`config.mk`:
```
export PLATFORM = sky130hd
export DESIGN_NAME = hbs_ctrl
export DESIGN_NICKNAME = d
export VERILOG_FILES = /design/src/rtl/core/assert_macros.svh /design/src/rtl/core/hbs_pkg.sv /design/src/rtl/core/hbs_ctrl.sv
export SDC_FILE = /design/constraint.sdc
export NUM_CORES = 1
export LEC_CHECK = 0
export ABC_AREA = 0
export BUFFER_PORTS_ARGS = -buffer_cell sky130_fd_sc_hd__buf_4
export CORE_MARGIN = 5
export CORE_UTILIZATION = 51
export CTS_CLUSTER_SIZE = 14
export DETAILED_ROUTE_END_ITERATION = 12
export PLACE_DENSITY = 0.79
export SYNTH_ARGS = -nofsm -noshare
export SYNTH_HDL_FRONTEND = slang
export SYNTH_SLANG_ARGS = --single-unit
```
`constraint.sdc`:
```
create_clock -name clk -period 2.6 [get_ports clk]
set_input_delay 0.13 -clock clk [delete_from_list [all_inputs] [get_ports clk]]
set_output_delay 0.13 -clock clk [all_outputs]
set_load 0.005 [all_outputs]
```
`src/rtl/core/assert_macros.svh`:
```
// assertion macros used by the top level rtl file
`ifndef ASSERT_MACROS_SVH
`define ASSERT_MACROS_SVH
`ifndef SYNTHESIS
`define HBS_ASSERT_IMPLY(lbl, clk, rst_n, ante, cons) \
	lbl: assert property (@(posedge clk) disable iff (!rst_n) (ante) |-> (cons)) \
		else $error("implication check failed");
`define HBS_ASSERT_NEXT(lbl, clk, rst_n, ante, cons) \
	lbl: assert property (@(posedge clk) disable iff (!rst_n) (ante) |=> (cons)) \
		else $error("next cycle check failed");
`else
`define HBS_ASSERT_IMPLY(lbl, clk, rst_n, ante, cons)
`define HBS_ASSERT_NEXT(lbl, clk, rst_n, ante, cons)
`endif
`endif

```
`src/rtl/core/hbs_pkg.sv`:
```
// types and constants of the heightmap sampler
package hbs_pkg;

	localparam int OP_W   = 2;
	localparam int MAP_W  = 10;
	localparam int VAL_W  = 8;
	localparam int PCT_W  = 7;
	localparam int EXP_W  = 4;
	localparam int CIDX_W = 3;
	localparam int CDAT_W = 10;

	// grid size limits and fixed-point unit, all powers of two are assumed
	localparam int MAX_X_EXP = 8;
	localparam int MAX_Y_EXP = 8;
	localparam int FIX_ONE   = 1024;

	// operation codes
	localparam logic [OP_W-1:0] OP_LOAD   = 2'd0;
	localparam logic [OP_W-1:0] OP_SAMPLE = 2'd1;
	localparam logic [OP_W-1:0] OP_PCTL   = 2'd2;

	// register indexes
	localparam logic [CIDX_W-1:0] CFG_X_EXP  = 3'd0;
	localparam logic [CIDX_W-1:0] CFG_Y_EXP  = 3'd1;
	localparam logic [CIDX_W-1:0] CFG_MAP_W  = 3'd2;
	localparam logic [CIDX_W-1:0] CFG_MAP_H  = 3'd3;
	localparam logic [CIDX_W-1:0] CFG_PMODE  = 3'd4;

	// register reset values
	localparam logic [EXP_W-1:0] RST_X_EXP = 4'd7;
	localparam logic [EXP_W-1:0] RST_Y_EXP = 4'd6;
	localparam logic [MAP_W-1:0] RST_MAP_W = 10'd64;
	localparam logic [MAP_W-1:0] RST_MAP_H = 10'd64;

	localparam int HEIGHT_MAX = 255;
	localparam int PCT_MAX    = 100;
	// x / 100 as (x * RECIP_100) >> RECIP_SH, exact for x below 25600
	localparam int RECIP_100  = 5243;
	localparam int RECIP_SH   = 19;

	typedef struct packed {
		logic clr_we;
		logic div_start;
		logic cap;
		logic ld_we;
		logic smp_mul;
		logic smp_wt;
		logic smp_rd;
		logic smp_fin;
		logic pct_init;
		logic scan_init;
		logic scan_rd;
		logic pct_upd;
		logic pct_out;
	} hbs_cmd_t;

	typedef struct packed {
		logic clr_last;
		logic div_busy;
		logic rk_last;
		logic scan_last;
		logic est_eq_lo;
		logic out_free;
	} hbs_stat_t;

endpackage

```
`src/rtl/core/hbs_ctrl.sv`:
```
// controller state machine of the heightmap sampler
module hbs_ctrl (
	input  logic                      clk,
	input  logic                      arst_n,
	input  logic                      in_valid,
	input  logic [hbs_pkg::OP_W-1:0]  op,
	input  logic                      cfg_valid,
	input  hbs_pkg::hbs_stat_t        stat,
	output logic                      in_stall,
	output logic                      cfg_ready,
	output hbs_pkg::hbs_cmd_t         cmd
);
	import hbs_pkg::*;

	typedef enum logic [13:0] {
		ST_CLR    = 14'b00000000000001,
		ST_IDLE   = 14'b00000000000010,
		ST_DIV    = 14'b00000000000100,
		ST_SMUL   = 14'b00000000001000,
		ST_SWT    = 14'b00000000010000,
		ST_SRD    = 14'b00000000100000,
		ST_SACC   = 14'b00000001000000,
		ST_SFIN   = 14'b00000010000000,
		ST_PINIT  = 14'b00000100000000,
		ST_PCHK   = 14'b00001000000000,
		ST_PSCAN  = 14'b00010000000000,
		ST_PDRAIN = 14'b00100000000000,
		ST_PUPD   = 14'b01000000000000,
		ST_POUT   = 14'b10000000000000
	} state_t;

	state_t state_q, state_nxt;
	logic   dirty_q;

	// next state and commands
	always_comb begin
		state_nxt = state_q;
		cmd       = '0;
		in_stall  = 1'b1;
		cfg_ready = (state_q == ST_IDLE) || (state_q == ST_CLR);
		case (state_q)
			ST_CLR: begin
				cmd.clr_we = 1'b1;
				if (stat.clr_last) state_nxt = ST_IDLE;
			end
			ST_IDLE: begin
				if (!cfg_valid) begin
					if (dirty_q) begin
						cmd.div_start = 1'b1;
						state_nxt     = ST_DIV;
					end else begin
						in_stall = 1'b0;
						if (in_valid) begin
							cmd.cap = 1'b1;
							case (op)
								OP_LOAD:   cmd.ld_we = 1'b1;
								OP_SAMPLE: state_nxt = ST_SMUL;
								OP_PCTL:   state_nxt = ST_PINIT;
								default:   state_nxt = ST_IDLE;
							endcase
						end
					end
				end
			end
			ST_DIV: begin
				if (!stat.div_busy) state_nxt = ST_IDLE;
			end
			ST_SMUL: begin
				cmd.smp_mul = 1'b1;
				state_nxt   = ST_SWT;
			end
			ST_SWT: begin
				cmd.smp_wt = 1'b1;
				state_nxt  = ST_SRD;
			end
			ST_SRD: begin
				cmd.smp_rd = 1'b1;
				if (stat.rk_last) state_nxt = ST_SACC;
			end
			ST_SACC: state_nxt = ST_SFIN;
			ST_SFIN: begin
				if (stat.out_free) begin
					cmd.smp_fin = 1'b1;
					state_nxt   = ST_IDLE;
				end
			end
			ST_PINIT: begin
				cmd.pct_init = 1'b1;
				state_nxt    = ST_PCHK;
			end
			ST_PCHK: begin
				if (stat.est_eq_lo) begin
					state_nxt = ST_POUT;
				end else begin
					cmd.scan_init = 1'b1;
					state_nxt     = ST_PSCAN;
				end
			end
			ST_PSCAN: begin
				cmd.scan_rd = 1'b1;
				if (stat.scan_last) state_nxt = ST_PDRAIN;
			end
			ST_PDRAIN: state_nxt = ST_PUPD;
			ST_PUPD: begin
				cmd.pct_upd = 1'b1;
				state_nxt   = ST_PCHK;
			end
			ST_POUT: begin
				if (stat.out_free) begin
					cmd.pct_out = 1'b1;
					state_nxt   = ST_IDLE;
				end
			end
			default: state_nxt = ST_IDLE;
		endcase
	end

	// state and pending step recompute
	always_ff @(posedge clk or negedge arst_n) begin
		if (!arst_n) begin
			state_q <= ST_CLR;
			dirty_q <= 1'b1;
		end else begin
			state_q <= state_nxt;
			if (cfg_valid && cfg_ready) dirty_q <= 1'b1;
			else if (cmd.div_start) dirty_q <= 1'b0;
		end
	end

endmodule

```
==> results of run 1 <==
-- routing by layer --
metal / GRT usage (%) / vias up / share of wire (%)
li1: - / 545 / -
met4: 3.88 / 0 / 0.92
met2: 25.4 / 43 / 44
met5: 0 / - / 0
met3: 5.88 / 4 / 9.4
met1: 25.8 / 494 / 46
-- power breakdown --
part | total (mW) | leakage, nW | internal [mW] | switching, mW
registers | 0.348 | 0.198 | 0.271 | 0.0769
logic | 0.475 | 0.430 | 0.236 | 0.239
clock network | 0.139 | 0.0150 | 0.0597 | 0.0797
total | 0.962 | 0.643 | 0.567 | 0.396
-- flip-flops by register name, summed over array words and instances (netlist names) --
name / cells
dirty_q: 1
state_q: 14
-- cell families after synthesis --
kind of cell	count (synthesis)	synth area share, %
multiplexers	1	0.804
AND/OR/NAND/NOR	83	43.2
flip-flops	15	30.4
AO/OA/AOI/OAI	12	7.04
XOR/XNOR	6	4.22
buffers and inverters	18	11.4
adder cells (fa/ha/maj)	3	3.02
-- cells in the mapped netlist (2+ instances only) --
cell type  number
inv_1           4
nand3_1         3
nor2_1         15
xnor2_1         4
nand2_1         7
o21ai_0         2
nor4_1         12
nand2b_1        5
dfrtp_1        13
and2_1          3
buf_4           4
a21oi_1         2
nand3b_1        2
clkbuf_8        2
o22ai_1         3
clkbuf_1        2
nor3_1          6
or4_2           2
and3_1          3
nor4b_1         4
dfstp_2         2
or3_1           2
buf_6           5
xor2_1          2
nor4_2          3
or4_4           3
ha_1            3
-- final cells by class --
class / count / area share, %
multi-input combinational: 105 / 51.9
clock buffer: 4 / 1.86
inverter: 4 / 1.06
sequential: 15 / 26.7
tap: 30 / 2.65
timing repair buffer: 29 / 15.8
-- timing repair --
action / 4_1_cts / 5_1_grt
hold endpoints to repair: 16 / 0
hold buffers: 2 / 0
setup endpoints to repair: 0 / 2
resized for setup: 0 / 1
-- stage by stage --
step                      area (um2)  util (%)
after floorplan                 1240         -
after global placement          1360      56.4
after detailed placement        1360      56.4
after CTS                       1410      58.3
after global routing            1410      58.7
final                           1410      58.7
-- worst paths after layout --
path | from | to | slack (ns) | depth (start not counted)
min | stat[1] | state_q[10]$_DFFE_PN0P_ | 0.05 | 2
min in group asynchronous | arst_n | state_q[7]$_DFFE_PN0P_ | 0.22 | 2
max in group asynchronous | arst_n | dirty_q$_DFFE_PN1P_ | 2.13 | 2
max | state_q[1]$_DFFE_PN0P_ | cmd[6] | 0.17 | 5
max reg2reg | state_q[5]$_DFFE_PN0P_ | state_q[8]$_DFFE_PN0P_ | 0.39 | 5
min reg2reg | dirty_q$_DFFE_PN1P_ | dirty_q$_DFFE_PN1P_ | 0.62 | 1
-- worst reg2reg max path, cell delays in order (launching register included) --
cell and delay, ns:
dfrtp_1 0.51, or4_2 0.69, or4_4 0.44, a21oi_4 0.15
nor4_2 0.09, and3_1 0.21
==> run metrics, run 1 <==
startpoint class of the critical path=flip-flop; hold_ws=0.0462 ns; VDD IR max=between 0.4 and 0.5 mV; multi-input logic area=734 um2; RSZ-0062 raised after global routing=no; Fillers=223; placed cells=around 180; #FFs+latches synth=15; Critical Path AT=between 2 and 2.5 ns; Post-layout nets=173; status=complete, no violations; maximum clock rate=approximately 400 MHz; Unique masters post-synth=47; postcts setup bufs=0; Worst-Margin Slew=0.448 ns; main area contributors after synthesis=dfrtp_1, nor4_1, buf_6; Die Width=59.4 um; Ys Warns=0; pwr dens=~700 nW/um2; # Max-Cap Violations=0; Residual DRC=0; grt total ovfl=0; Die ar.=3530 um2; GRT Total Usage=17.8%; First-pass DRT Iterations=4; most common cell after layout, fill and taps aside=buf_4; register area share after synthesis=between 30 and 40%; Setup violations, final=0; P_leak=roughly 0.64 nW; crit path max fanout=11; H-tree Lvls=1; vias in the first global route=a little over 1000; Max-slew headroom=roughly 70%; largest net degree at the start of global routing=16; TNS Setup=0 ns; vias per cell=between 5 and 6; Setup Skew=0.00454 ns; Post-synth top flop=dfrtp_1; Worst-path clk slew=0.09 ns; Starting Density=51.7%; clock root buffer=clkbuf_4; clock sinks=15; Site Rows=18; GP Congestion=0.854; DP Wirelength=2170 um; # diodes=0; CTS tree=built; Async SR Flop Fraction=100%; Crit. End Element=output port; area leader, netlist=dfrtp_1; initial antenna violation count=0; Cells after Synth=around 140; Setup CP Type=reg -> out; Clock Latency Late Sink=0.29 ns; global-route wire length before repair=roughly 4800 um; DR iter-0 viols=33; post-synth top area share=a little over a quarter; Final Critical Period=2.43 ns; fin worst setup slack=0.170 ns; CP delay by family, top=simple AND/OR/NAND/NOR gates; synth-to-layout area growth=13.6%; crit path cell chain=or4_4 > nor3_1 > nand2_1 > nor3b_2 > buf_4; share of layout cells above drive strength 1=30.6%; EDFF count, synth=0; Register Area=378 um2; Critical Path RT=2.47 ns; Ports=27; die height=59.4 um; Tightest Hold Check Type=in -> reg; Max clock buf depth=2; detailed-route via count=1086; PortBufs=26; Max Slew Vio Count=0; mapped cell area=roughly 1200 um2; non-filler cells in the finished layout=187; Final Power=962 uW; Inserted Clock Buffers=3; DR WL/cell=15.1 um; fin crit share=93.5%; WL final=2820 um; core area=2410 um2; Syn Nets=around 150; biggest cell delay along the critical path=approximately 0.60 ns; pre-CTS setup slack=0.441 ns; Syn Area/Cell=9.02 um2; CP bufs+invs=1; Hold Vio Cnt, Final=0; most frequent cells in the layout=buf_4, nor2_1, dfrtp_1; cell type of the slowest stage on the worst timing path=or4_4; Antenna Violating Nets Remaining=0
Power figures use the tool's default switching activity.
==> run 2: changes to the inputs <==
--- a/config.mk
+++ b/config.mk
@@ -7,11 +7,11 @@
 export LEC_CHECK = 0
 export ABC_AREA = 0
 export BUFFER_PORTS_ARGS = -buffer_cell sky130_fd_sc_hd__buf_4
-export CORE_MARGIN = 5
 export CORE_UTILIZATION = 51
 export CTS_CLUSTER_SIZE = 14
 export DETAILED_ROUTE_END_ITERATION = 12
-export PLACE_DENSITY = 0.79
+export PLACE_DENSITY = 0.76
+export SETUP_SLACK_MARGIN = 0.3
 export SYNTH_ARGS = -nofsm -noshare
 export SYNTH_HDL_FRONTEND = slang
 export SYNTH_SLANG_ARGS = --single-unit
==> run 2 against run 1 <==
- sequential power is essentially flat
- count of clock-buffer cells in the layout shrank 1
- critical path depth is the same
- largest cell class unchanged
- highest routed layer unchanged
==> run metrics, run 2 (synthesis results as in run 1) <==
status=complete, no violations; Max-slew headroom=68.3%; share of layout cells above drive strength 1=42.1%; CTS tree=built; Final Util=67.0%; Setup Skew=0.0104 ns; clock root buffer=clkbuf_4; PortBufs=26; Tightest Hold Check Type=in -> reg; CP delay by family, top=simple AND/OR/NAND/NOR gates; # Max-Cap Violations=0; Post-layout nets=between 150 and 200; Reg2Reg Setup Slack=about 0.42 ns; core area=2250 um2; cell type of the slowest stage on the worst timing path=dfrtp_2; Fillers=~180; met2 usage=41.6%; multi-input logic area=~770 um2; hold_ws=0.0194 ns; Residual DRC=0; most common cell after layout, fill and taps aside=buf_4; largest net degree at the start of global routing=16; max FFs per register=14; die height=51.4 um; Max Slew Vio Count=0; maximum clock rate=446 MHz; DR iter-0 viols=25; synth-to-layout area growth=21.3%; startpoint class of the critical path=flip-flop; Register Area=387 um2; most flop-heavy register=state_q; vias in the first global route=1048; crit path cell chain=nor4_2 > buf_4 > nand3_1 > nor4_1 > buf_4; Worst-path clk slew=0.10 ns; Worst-Margin Slew=between 0.4 and 0.5 ns; detailed-route via count=about 1200; CP bufs+invs=2; fin crit share=86.2%; Final Critical Period=2.24 ns; Max clock buf depth=2; RSZ-0062 raised after global routing=yes; GRT Total Usage=25.7%; vias per cell=6.14; Starting Density=55.2%; VDD IR max=0.591 mV; initial antenna violation count=0; Critical Path RT=roughly 2.5 ns; grt total ovfl=0; Die ar.=2640 um2; Antenna Violating Nets Remaining=0; pwr dens=between 700 and 800 nW/um2; Clock Latency Late Sink=0.31 ns; met3 Usage GRT=7.14%; global-route wire length before repair=4880 um; largest registers=state_q (14), dirty_q (1); Setup violations, final=0; H-tree Lvls=1; Setup CP Type=reg -> out; met1 Usage GRT=31.4%; crit path max fanout=10; GP Congestion=0.891; clock sinks=15; # diodes=0; WL final=3220 um; DP Wirelength=2310 um; Inserted Clock Buffers=3; Crit. End Element=output port; most frequent CP cell=buf_4; TNS Setup=0 ns; Most Used Layer, Global Route=met2; Site Rows=17; P_leak=0.678 nW; Die Width=51.4 um; Hold Vio Cnt, Final=0; biggest cell delay along the critical path=~0.48 ns; Ports=27; Critical Path AT=2.11 ns; most frequent cells in the layout=buf_4, nor2_1, nor4_1; DR WL/cell=16.8 um; First-pass DRT Iterations=4
-- run 2: cell count changes in the layout (fill, tap and decap cells not counted), sizes merged --
| cell | previous run | this run |
|---|---|---|
| buf | 27 | 34 |
| clkbuf | 4 | 3 |
| clkinv | 0 | 1 |
-- run 2: where the power goes --
part	switching [mW]	total [mW]	internal [mW]
combinational	0.300	0.626	0.326
clock	0.0864	0.144	0.0575
sequential	0.0722	0.346	0.274
total	0.458	1.12	0.658
-- run 2: routing by layer --
metal	vias to the layer above	routed length, um	part of all wire (%)
li1	559	-	-
met1	563	1310	41
met2	49	1630	51
met3	7	216	6.7
met4	0	61	1.9
met5	-	0	0
-- run 2: layout make-up --
class | instances | share of cell area [%]
clock inverters | 1 | 0.331
flip-flops and latches | 15 | 25.6
clock buffers | 3 | 1.49
repair buffers | 36 | 18.2
well taps | 28 | 2.32
inverters | 4 | 0.994
multi-input cells | 105 | 51.0
-- run 2: timing repair --
item                                    4_1_cts  5_1_grt
resized for setup                             2       13
hold buffers                                  2        0
buffers inserted                              0        6
endpoints found under the setup margin        3        8
pin swaps                                     0        2
cloned                                        0        0
hold endpoints to repair                     16        0
-- run 2: worst paths after layout --
| check | start | to | depth (start not counted) |
|---|---|---|---|
| max in group asynchronous | arst_n | dirty_q$_DFFE_PN1P_ | 2 |
| max reg2reg | state_q[9]$_DFFE_PN0P_ | state_q[8]$_DFFE_PN0P_ | 5 |
| max | state_q[9]$_DFFE_PN0P_ | cmd[8] | 5 |
| min | stat[1] | state_q[10]$_DFFE_PN0P_ | 2 |
| min in group asynchronous | arst_n | state_q[10]$_DFFE_PN0P_ | 2 |
| min reg2reg | state_q[9]$_DFFE_PN0P_ | state_q[12]$_DFFE_PN0P_ | 1 |
-- run 2: through the flow --
stage / instance area, um2 / setup WS [ns] / total power [mW] / cells
floorplan: 1240 / 0.534 / 0.707 / 138
global placement: 1360 / 0.496 / 0.815 / 180
detailed placement: 1360 / 0.445 / 0.830 / 180
CTS: 1430 / 0.300 / 0.984 / 186
global route: 1510 / 0.293 / 1.19 / 192
finish: 1510 / 0.359 / 1.12 / 192
